<file path="config.mk">
export PLATFORM = sky130hd
export DESIGN_NAME = pwm_encoder_multiturn_angle
export DESIGN_NICKNAME = d
export VERILOG_FILES = /design/src/rtl/core/pwmenc_pkg.sv /design/src/rtl/core/pwm_encoder_multiturn_angle.sv
export SDC_FILE = /design/constraint.sdc
export NUM_CORES = 2
export LEC_CHECK = 0
export ABC_AREA = 0
export BUFFER_PORTS_ARGS = -buffer_cell sky130_fd_sc_hd__buf_2
export CAP_MARGIN = 10
export CORE_MARGIN = 3
export CORE_UTILIZATION = 40
export DETAILED_ROUTE_END_ITERATION = 6
export HOLD_SLACK_MARGIN = 0.08
export MAX_ROUTING_LAYER = met4
export SLEW_MARGIN = 30
export SYNTH_ARGS = -nofsm -noshare
export SYNTH_HDL_FRONTEND = slang
export SYNTH_SLANG_ARGS = --single-unit
</file>
<file path="constraint.sdc">
create_clock -name clk -period 10.18 [get_ports clk]
set_clock_uncertainty 0.1 [all_clocks]
set_input_delay 2.036 -clock clk [delete_from_list [all_inputs] [get_ports clk]]
set_output_delay 2.036 -clock clk [all_outputs]
set_load 0.005 [all_outputs]
</file>
<file path="src/rtl/core/pwmenc_pkg.sv">
// Shared types and constants for the PWM encoder multi-turn angle block.
`default_nettype none

package pwmenc_pkg;

    // Configuration register indexes
    localparam int CFG_INDEX_W = 1;
    localparam int CFG_DATA_W  = 19;
    localparam logic [CFG_INDEX_W-1:0] CFG_WRAP_THRESHOLD  = 1'd0;
    localparam logic [CFG_INDEX_W-1:0] CFG_ANGLE_PER_COUNT = 1'd1;

    localparam logic [15:0] WRAP_THRESHOLD_RESET  = 16'd819;
    localparam logic [18:0] ANGLE_PER_COUNT_RESET = 19'd402;

    // Two pi in Q24, rounded half up to the angle format at elaboration
    localparam longint TWO_PI_Q24 = 64'sd105414357;

    typedef struct packed {
        logic pwm_level;
        logic zero_request;
    } sample_t;

    typedef struct packed {
        logic signed [31:0] angle;
        logic signed [15:0] turns;
        logic        [15:0] pulse_len;
    } result_t;

endpackage

`default_nettype wire

</file>
<file path="src/rtl/core/pwm_encoder_multiturn_angle.sv">
// PWM absolute encoder pulse timer with multi-turn unwrap and angle output.
//
// Usage: one sampled PWM line level per sample transfer (sample_valid /
// sample_stall). The block times each high pulse; on a falling edge the pulse
// length is the raw count, a jump larger than wrap_threshold moves the signed
// turn counter, and a result (angle, turns, pulse_len) is sent on the result
// channel. The first pulse after reset only seeds the previous count.
// zero_request makes the current angle the zero reference; a result of the
// same sample already reads zero.
// Throughput: one sample per cycle while sample_stall is low. A result passes
// the front logic and register, the multiplier stage and the output register.
// The multiplier stage sits between the front register and the output
// register; the angle sum and zero subtraction feed the output register.
// When the receiver stalls, the result holds, and the two inner stages keep
// filling; sample_stall rises only when both inner stages are full, the
// second one holds a result and the output is stalled.
// Reset clears all state: pulse timer, turn counter, zero reference and the
// configuration registers (wrap_threshold 819, angle_per_count 402).
`default_nettype none

module pwm_encoder_multiturn_angle #(
    parameter int PULSE_BITS = 16,
    parameter int FRAC_BITS  = 16
) (
    input  wire                                     clk,
    input  wire                                     rst_n,
    input  wire                                     sample_valid,
    output logic                                    sample_stall,
    input  wire  pwmenc_pkg::sample_t               sample,
    output logic                                    result_valid,
    input  wire                                     result_stall,
    output pwmenc_pkg::result_t                     result,
    input  wire                                     cfg_write,
    input  wire  [pwmenc_pkg::CFG_INDEX_W-1:0]      cfg_index,
    input  wire  [pwmenc_pkg::CFG_DATA_W-1:0]       cfg_data
);

    localparam longint TWO_PI_Q =
        (((pwmenc_pkg::TWO_PI_Q24 * 2) >>> (24 - FRAC_BITS)) + 1) >>> 1;
    localparam int TP_W  = $clog2(TWO_PI_Q + 1) + 1;
    localparam int PT_W  = 16 + TP_W;
    localparam int PR_W  = 35;
    localparam int SUM_W = ((PT_W > PR_W + 1) ? PT_W : PR_W + 1) + 1;
    localparam logic signed [TP_W-1:0]  TWO_PI_S = TP_W'(TWO_PI_Q);
    localparam logic signed [SUM_W-1:0] SUM_MAX  = SUM_W'(64'sd2147483647);
    localparam logic signed [SUM_W-1:0] SUM_MIN  = SUM_W'(-64'sd2147483648);
    localparam logic signed [32:0]      DIF_MAX  = 33'(64'sd2147483647);
    localparam logic signed [32:0]      DIF_MIN  = 33'(-64'sd2147483648);
    localparam logic [PULSE_BITS-1:0]   TICK_MAX = '1;

    // Configuration
    logic [15:0] wrap_threshold_reg;
    logic [18:0] angle_per_count_reg;

    // Front state
    logic                  level_before_reg, level_before_next;
    logic [PULSE_BITS-1:0] tick_reg, tick_next;
    logic [15:0]           count_before_reg, count_before_next;
    logic                  seeded_reg, seeded_next;
    logic [15:0]           turn_reg, turn_next;

    // Stage 1
    logic        v1_reg, fall1_reg, emit1_reg, zreq1_reg;
    logic [15:0] raw1_reg, turns1_reg;
    // Stage 2
    logic                   v2_reg, fall2_reg, emit2_reg, zreq2_reg;
    logic [15:0]            raw2_reg, turns2_reg;
    logic signed [PT_W-1:0] pt2_reg;
    logic [PR_W-1:0]        pr2_reg;

    // Back state
    logic signed [31:0] last_angle_reg, last_angle_next;
    logic signed [31:0] zero_angle_reg, zero_angle_next;

    logic        result_valid_reg;
    pwmenc_pkg::result_t result_reg;

    logic en_out, consume2, en2, en1, accept;
    logic fall, emit;
    logic [15:0] raw;
    logic signed [16:0] delta, mag;
    logic signed [PT_W-1:0]  pt_next;
    logic [PR_W-1:0]         pr_next;
    logic signed [SUM_W-1:0] sum;
    logic signed [31:0]      abs_angle;
    logic signed [32:0]      dif;
    logic signed [31:0]      angle_out;

    // Stage handshakes
    assign en_out       = !result_valid_reg || !result_stall;
    assign consume2     = v2_reg && (!emit2_reg || en_out);
    assign en2          = !v2_reg || consume2;
    assign en1          = !v1_reg || en2;
    assign sample_stall = !en1;
    assign accept       = sample_valid && en1;

    // Front logic: pulse timer and turn counter
    always_comb
    begin
        level_before_next = sample.pwm_level;
        tick_next         = tick_reg;
        count_before_next = count_before_reg;
        seeded_next       = seeded_reg;
        turn_next         = turn_reg;
        fall              = 1'b0;
        emit              = 1'b0;
        raw               = (32'(tick_reg) > 32'hFFFF) ? 16'hFFFF : 16'(tick_reg);
        delta             = signed'({1'b0, raw}) - signed'({1'b0, count_before_reg});
        mag               = (delta < 0) ? -delta : delta;
        if (sample.pwm_level)
        begin
            if (!level_before_reg)
                tick_next = PULSE_BITS'(1);
            else if (tick_reg != TICK_MAX)
                tick_next = tick_reg + PULSE_BITS'(1);
        end
        else if (level_before_reg)
        begin
            fall = 1'b1;
            if (seeded_reg)
            begin
                emit = 1'b1;
                if (mag > signed'({1'b0, wrap_threshold_reg}))
                begin
                    if (delta > 0)
                        turn_next = turn_reg - 16'd1;
                    else
                        turn_next = turn_reg + 16'd1;
                end
            end
            seeded_next       = 1'b1;
            count_before_next = raw;
        end
    end

    // Multiplier stage inputs
    assign pt_next = signed'(turns1_reg) * TWO_PI_S;
    assign pr_next = PR_W'(raw1_reg) * PR_W'(angle_per_count_reg);

    // Angle sum, zero reference and output saturation
    always_comb
    begin
        sum = SUM_W'(pt2_reg) + SUM_W'(signed'({1'b0, pr2_reg}));
        if (sum > SUM_MAX)
            abs_angle = 32'sh7FFFFFFF;
        else if (sum < SUM_MIN)
            abs_angle = 32'sh80000000;
        else
            abs_angle = 32'(sum);
        last_angle_next = fall2_reg ? abs_angle : last_angle_reg;
        zero_angle_next = zreq2_reg ? last_angle_next : zero_angle_reg;
        dif = 33'(last_angle_next) - 33'(zero_angle_next);
        if (dif > DIF_MAX)
            angle_out = 32'sh7FFFFFFF;
        else if (dif < DIF_MIN)
            angle_out = 32'sh80000000;
        else
            angle_out = 32'(dif);
    end

    always_ff @(posedge clk or negedge rst_n)
    begin
        if (!rst_n)
        begin
            wrap_threshold_reg  <= pwmenc_pkg::WRAP_THRESHOLD_RESET;
            angle_per_count_reg <= pwmenc_pkg::ANGLE_PER_COUNT_RESET;
            level_before_reg    <= 1'b0;
            tick_reg            <= '0;
            count_before_reg    <= '0;
            seeded_reg          <= 1'b0;
            turn_reg            <= '0;
            v1_reg              <= 1'b0;
            v2_reg              <= 1'b0;
            last_angle_reg      <= '0;
            zero_angle_reg      <= '0;
            result_valid_reg    <= 1'b0;
        end
        else
        begin
            if (cfg_write)
            begin
                unique case (cfg_index)
                    pwmenc_pkg::CFG_WRAP_THRESHOLD:
                        wrap_threshold_reg <= cfg_data[15:0];
                    pwmenc_pkg::CFG_ANGLE_PER_COUNT:
                        angle_per_count_reg <= cfg_data;
                    default: ;
                endcase
            end
            if (accept)
            begin
                level_before_reg <= level_before_next;
                tick_reg         <= tick_next;
                count_before_reg <= count_before_next;
                seeded_reg       <= seeded_next;
                turn_reg         <= turn_next;
            end
            if (en1)
                v1_reg <= sample_valid;
            if (en2)
                v2_reg <= v1_reg;
            if (consume2)
            begin
                last_angle_reg <= last_angle_next;
                zero_angle_reg <= zero_angle_next;
            end
            if (en_out)
                result_valid_reg <= v2_reg && emit2_reg;
        end
    end

    // Payload registers
    always_ff @(posedge clk)
    begin
        if (accept)
        begin
            fall1_reg  <= fall;
            emit1_reg  <= emit;
            zreq1_reg  <= sample.zero_request;
            raw1_reg   <= raw;
            turns1_reg <= turn_next;
        end
        if (en2 && v1_reg)
        begin
            fall2_reg  <= fall1_reg;
            emit2_reg  <= emit1_reg;
            zreq2_reg  <= zreq1_reg;
            raw2_reg   <= raw1_reg;
            turns2_reg <= turns1_reg;
            pt2_reg    <= pt_next;
            pr2_reg    <= pr_next;
        end
        if (en_out && v2_reg && emit2_reg)
        begin
            result_reg.angle     <= angle_out;
            result_reg.turns     <= signed'(turns2_reg);
            result_reg.pulse_len <= raw2_reg;
        end
    end

    assign result_valid = result_valid_reg;
    assign result       = result_reg;

endmodule

`default_nettype wire

</file>
; Yosys cells after proc, flatten, opt, wreduce, memory -nomap -nowiden
; Cells that the tools add are included.
[classes]
n_bitwise = 3
muxes = 15
n_reduce_logical = 21
shift = 0
div = 0
add_sub_neg = 7
n_eq_ne = 2
multipliers = 2
n_lt_le_gt_ge = 7
[op_table]
columns = operator, count
row1 = 2-to-1 mux 32 bit, 5
row2 = 2-to-1 mux 16 bit, 7
row3 = adder 36 x 36 -> 37 bit, 1
row4 = "greater-than comparator 37 x 32 -> 1 bit, second input constant", 1
row5 = "less-than comparator 37 x 32 -> 1 bit, second input constant", 1
row6 = "multiplier 16 x 20 -> 36 bit, second input constant", 1
row7 = multiplier 16 x 19 -> 35 bit, 1
row8 = "greater-than comparator 33 x 32 -> 1 bit, second input constant", 1
row9 = "less-than comparator 33 x 32 -> 1 bit, second input constant", 1
row10 = subtractor 32 x 32 -> 33 bit, 1
row11 = "adder 16 x 1 -> 16 bit, second input constant", 2
row12 = "greater-than comparator 17 x 1 -> 1 bit, second input constant", 1
row13 = greater-than comparator 17 bit, 1
row14 = "less-than comparator 17 x 1 -> 1 bit, second input constant", 1
row15 = 2-to-1 mux 17 bit, 1
row16 = negation 17 bit, 1
row17 = subtractor 16 x 16 -> 17 bit, 1
row18 = "inequality test 16 bit, second input constant", 1
row19 = "subtractor 16 x 1 -> 16 bit, second input constant", 1
row20 = logical AND 1 bit, 6
row21 = logical NOT 1 bit, 6
row22 = AND reduction 3 bit, 2
row23 = logical OR 1 bit, 4
row24 = AND reduction 2 bit, 2
row25 = other kinds (4), 7
[totals]
input_bits = 27
ramBits = 0
reg_bits = 357
output_inout_bits = 66
memories = 0
elab_cells = 84
latch_bits = 0
mem_bits_ro = 0

; Longest topological paths before layout
[depth]
depth_word = 9
depth_mapped = 41
mapped_depth_nobuf = 41

; Least setup slack after synthesis
; OpenSTA, ideal clock, no wires.
[synth_timing]
path_type = register -> register
start = register pt2_reg[28]
end = register result_reg, in the netlist result[62], data pin
setup_slack_ps = 2452
arrival_time_ps = 7363
period_less_slack_ps = 7728
required_ps = 9815
path_stages_with_launch = 38
cell_sequence = edfxtp_1 > ha_1 > buf_2 > a21o_1 > a21o_1 > a21o_1 > nor4_1 > o31ai_4 > and2_1 > o311a_2 > a2111oi_4 > nand2b_1 > buf_2 > buf_1 > nand2_1 > nand2_1 > o21ai_0 > o21ai_0 > [... 2 more ...] > o21ai_0 > a21boi_0 > o21ai_0 > nand2b_1 > a21o_1 > a21o_1 > a21oi_1 > o21a_1 > o22ai_1 > a31oi_1 > o21ai_1 > o211ai_1 > o2111ai_1 > a211oi_2 > o31ai_2 > mux2_4 > and2_1 > maj3_1
[synth_between]
elab_chain_len = 9
[synth_lines]
columns = item, line_no
row1 = start: declaration, pwm_encoder_multiturn_angle.sv:68  ; logic signed [PT_W-1:0] pt2_reg;
row2 = start signal: assignment, pwm_encoder_multiturn_angle.sv:230  ; pt2_reg <= pt_next;
row3 = adder 36 x 36 -> 37 bit (*), pwm_encoder_multiturn_angle.sv:143  ; sum = SUM_W'(pt2_reg) + SUM_W'(signed'({1'b0, pr2_reg}));
row4 = less-than comparator 37 x 32 -> 1 bit, pwm_encoder_multiturn_angle.sv:146  ; else if (sum < SUM_MIN)
row5 = 2-to-1 mux 32 bit, pwm_encoder_multiturn_angle.sv:146
row6 = 2-to-1 mux 32 bit (*), pwm_encoder_multiturn_angle.sv:144  ; if (sum > SUM_MAX)
row7 = 2-to-1 mux 32 bit (*), pwm_encoder_multiturn_angle.sv:150  ; last_angle_next = fall2_reg ? abs_angle : last_angle_reg;
row8 = 2-to-1 mux 32 bit (*), pwm_encoder_multiturn_angle.sv:151  ; zero_angle_next = zreq2_reg ? last_angle_next : zero_angle_reg;
row9 = via zero_angle_next[0], pwm_encoder_multiturn_angle.sv:73  ; logic signed [31:0] zero_angle_reg, zero_angle_next;
row10 = subtractor 32 x 32 -> 33 bit (*), pwm_encoder_multiturn_angle.sv:152  ; dif = 33'(last_angle_next) - 33'(zero_angle_next);
row11 = less-than comparator 33 x 32 -> 1 bit, pwm_encoder_multiturn_angle.sv:155  ; else if (dif < DIF_MIN)
row12 = 2-to-1 mux 32 bit, pwm_encoder_multiturn_angle.sv:155
row13 = end: declaration, pwm_encoder_multiturn_angle.sv:76  ; pwmenc_pkg::result_t result_reg;
; The timed path passes the listed nets; every way through them passes the cells marked *.
; A chain may end at the register's enable or synchronous reset.

; Worst setup path in the final report
[layout_timing]
start = register pt2_reg[1]
end = register result_reg, in the netlist result[34], data pin
[layout_between]
elab_chain_len = 9
[layout_lines]
columns = item, line_no
row1 = adder 36 x 36 -> 37 bit (*), pwm_encoder_multiturn_angle.sv:143
row2 = less-than comparator 37 x 32 -> 1 bit, pwm_encoder_multiturn_angle.sv:146
row3 = 2-to-1 mux 32 bit, pwm_encoder_multiturn_angle.sv:146
row4 = 2-to-1 mux 32 bit (*), pwm_encoder_multiturn_angle.sv:144
row5 = 2-to-1 mux 32 bit (*), pwm_encoder_multiturn_angle.sv:150
row6 = via last_angle_next[1], pwm_encoder_multiturn_angle.sv:72  ; logic signed [31:0] last_angle_reg, last_angle_next;
row7 = 2-to-1 mux 32 bit, pwm_encoder_multiturn_angle.sv:151
row8 = subtractor 32 x 32 -> 33 bit (*), pwm_encoder_multiturn_angle.sv:152
row9 = less-than comparator 33 x 32 -> 1 bit, pwm_encoder_multiturn_angle.sv:155
row10 = 2-to-1 mux 32 bit, pwm_encoder_multiturn_angle.sv:155
; Marked as above.

==> flow_summary_export.csv <==
group,metric,value,unit
synth,ys_top_cells_by_area,"fa_1 (20%), edfxtp_1 (18%), ha_1 (14%)",
global_route,antenna_found_initial,0,
floorplanning,die_width,296,µm
status,status,"completed",
sta,max_freq,112,MHz
sta,finalSetupViolations,0,
placement,gp_congestion,0.880,
synth,muxShareOfSynthArea,2.65,%
worst_setup_path,cp.arrival,9.09,ns
placement,portBuffers,92,
synth,synth_edf_count,204,
job,max_cap_viol_count,0,
synth,synth-simple-area-share,12.2,%
synth,ys_warn_count,0,
synth,synth_top_area_share,19.5,%
floorplanning,die_area,87400,µm²
synth,synth_fa_ha_area_share,33.5,%
synth,yosysSeqAreaShare,29.6,%
synth,syn_avg_cell_area,9.94,µm²
sta,report.final.hold_viol_count,0,
worst_hold_path,holdPathStages,0,
routing,drt_iter0_markers,1420,
placement,placed_cell_area,35200,µm²
routing,routed_wl,78600,µm
clock_network,clk_pin_slew_worst_paths,0.06,ns
floorplanning,coreArea,82600,µm²
clock_network,post_cts_buffers,0,
clock_network,cts_resized,0,
global_route,grt_pass1_vias,23300,
synth,synth-xor-area-share,4.41,%
floorplanning,dieHeight,296,µm
synth,ys.flop_type,"edfxtp_1",
worst_hold_path,min_path_type,"reg2reg",
sta,period_share,87.5,%
clock_network,cts_tree,"done",
clock_network,cts_made_buffers,44,
worst_setup_path,cp_max_fo,28,
sta,tightest_slew,0.951,ns
global_route,grt_max_degree,93,
worst_setup_path,start_kind,"register",
clock_network,cts.sinks,356,
floorplanning,ios,93,
sta,max-slew-margin-rel,36.6,%
cells_and_area,design_area,36700,µm²
clock_network,cts_max_level,2,
cells_and_area,drive_gt1_share,8.43,%
cells_and_area,area_delta_synth_final,9.22,%
synth,synth_cells,3375,
synth,synth_top_family_by_area,"adder cells",
routing,drtPass1Iterations,5,
worst_setup_path,max_stage_delay,0.55,ns
worst_setup_path,worstPathRequired,10.36,ns
sta,rsz0062_at_grt,"no",
sta,maxSlewViolCount,0,
placement,hpwl,61300,µm
global_route,grt_usage,19.1,%
worst_setup_path,ff2ff_path_depth,35,
routing,drc,0,
cells_and_area,finalNetCount,4156,
floorplanning,initial_core_util,40.6,%
routing,ant_nets,0,
routing,wl_per_cell,17.3,µm
synth,synthArstFlopShare,42.7,%
synth,ys_seq_elements,356,
sta,fin_crit,8.91,ns
synth,synth_compound_area_share,10.7,%
synth,synthesis.nets,4101,
worst_setup_path,slowest_stage,"a21oi_4",
synth,synth.distinct_cells,94,
sta,tns,0,ns
clock_network,cts.path.max_buffers,3,
clock_network,clockRootBuffer,"clkbuf_16",
floorplanning,rows,105,
routing,via_per_inst,5.11,
worst_setup_path,path_common_cell,"nor2_1",
routing,dr_total_vias,23200,
synth,synth_top_cell_by_area,"fa_1",
global_route,grt_pass1_wl,128000,µm
cells_and_area,largest_reg_flops,64,
global_route,gr-total-overflow,0,
clock_network,cts_hold_buf,0,
clock_network,clock_latency,0.57,ns
worst_setup_path,critPathKind,"reg2reg",
worst_setup_path,end_kind,"register",
synth,syn-cell-area,33600,µm²
==> layout by cell type (no fill, tap or decap), types with 6 or more instances in the layout <==
cell | synthesis | layout
dfstp_2 | 10 | 10
and2_1 | 108 | 108
mux2i_1 | 20 | 20
nor2b_1 | 24 | 22
o31a_1 | 6 | 6
edfxtp_1 | 204 | 204
o21ai_1 | 27 | 27
or2_2 | 9 | 9
nand3_1 | 42 | 42
or3_1 | 12 | 12
a21boi_0 | 10 | 10
buf_2 | 6 | 91
nand2_1 | 420 | 419
xnor2_1 | 116 | 116
nor3_1 | 34 | 34
inv_1 | 510 | 510
mux2_2 | 60 | 60
dfrtp_1 | 142 | 142
o211ai_1 | 12 | 12
a211oi_1 | 14 | 14
nand2b_1 | 30 | 30
o31ai_1 | 11 | 11
o21bai_1 | 35 | 35
a21oi_1 | 163 | 162
nor2_1 | 153 | 152
o21a_1 | 17 | 17
fa_1 | 327 | 327
clkbuf_16 | 0 | 46
clkinv_2 | 0 | 11
ha_1 | 372 | 372
o21ai_0 | 131 | 131
xor2_1 | 53 | 53
a31oi_1 | 21 | 21
and3_1 | 17 | 17
nand4_1 | 19 | 19
buf_4 | 2 | 18
a21o_1 | 46 | 46
==> path summary, 6_finish.rpt <==
path | startpoint | end | slack [ns]
setup / recovery | pt2_reg[1]$_DFFE_PP_ | result[34]$_SDFFCE_PN1P_ | 1.27
hold / removal | fall1_reg$_SDFFCE_PP0P_ | fall2_reg$_DFFE_PP_ | 0.32
setup reg to reg | pt2_reg[1]$_DFFE_PP_ | result[34]$_SDFFCE_PN1P_ | 1.27
hold reg to reg | fall1_reg$_SDFFCE_PP0P_ | fall2_reg$_DFFE_PP_ | 0.32
max in group asynchronous | rst_n | turn_reg[2]$_DFFE_PN0P_ | 7.24
min in group asynchronous | rst_n | angle_per_count_reg[18]$_DFFE_PN0P_ | 1.40
==> metrics by stage <==
step                      setup slack, ns  utilization [%]  hold slack (ns)  cells
after floorplan                      2.45                -            0.300   3375
after global placement               1.59             42.5            0.303   4453
after detailed placement             1.40             42.5            0.305   4454
after CTS                            1.36             44.3            0.317   4534
after global routing                0.494             44.4            0.328   4534
final                                1.27             44.4            0.315   4535
==> routing by layer <==
metal / GRT usage (%) / share of wire [%] / routed length, µm / vias up
met1: 26.6 / 48 / 37400 / 11200
met4: 5.50 / 3.1 / 2420 / 0
met3: 2.10 / 4.2 / 3320 / 103
met2: 29.6 / 45 / 35500 / 530
met5: - / 0 / 0 / -
li1: - / - / - / 11300
==> Yosys cell counts, types with 21 or more instances <==
| cell | instances |
|---|---|
| inv_1 | 510 |
| nand2_1 | 420 |
| ha_1 | 372 |
| fa_1 | 327 |
| edfxtp_1 | 204 |
| a21oi_1 | 163 |
| nor2_1 | 153 |
| dfrtp_1 | 142 |
| o21ai_0 | 131 |
| xnor2_1 | 116 |
| and2_1 | 108 |
| clkbuf_1 | 84 |
| mux2_2 | 60 |
| xor2_1 | 53 |
| a21o_1 | 46 |
| nand3_1 | 42 |
| o21bai_1 | 35 |
| nor3_1 | 34 |
| nand2b_1 | 30 |
| o21ai_1 | 27 |
| nor2b_1 | 24 |
| a31oi_1 | 21 |
==> logic make-up (layout without fill, tap and decap cells) <==
logic type	Yosys count	after routing
buffers and inverters	612	701
adder cells (fa/ha/maj)	703	703
AO/OA/AOI/OAI	563	563
other	0	1
flip-flops	356	356
multiplexers	81	81
XOR/XNOR	169	169
AND/OR/NAND/NOR	891	891
==> cell type report <==
type	count	area, µm²
fill	7838	46000
multi-input combinational	2407	21300
sequential	356	9940
inverter	510	1910
tap	1070	1340
clock buffer	54	1220
timing repair buffer	111	632
clock inverter	26	267
antenna	1	2.50
==> critical path, delay by kind of cell (launching register included) <==
family | cells | cell delay, ns
compound gates | 24 | 5.74
simple gates | 6 | 1.10
fa+ha+maj | 2 | 0.60
mux | 2 | 0.58
flops | 1 | 0.40
buf+inv | 1 | 0.11
Power is not shown: default switching activity piles up to over one toggle a cycle in this logic, so the estimate is an artifact.
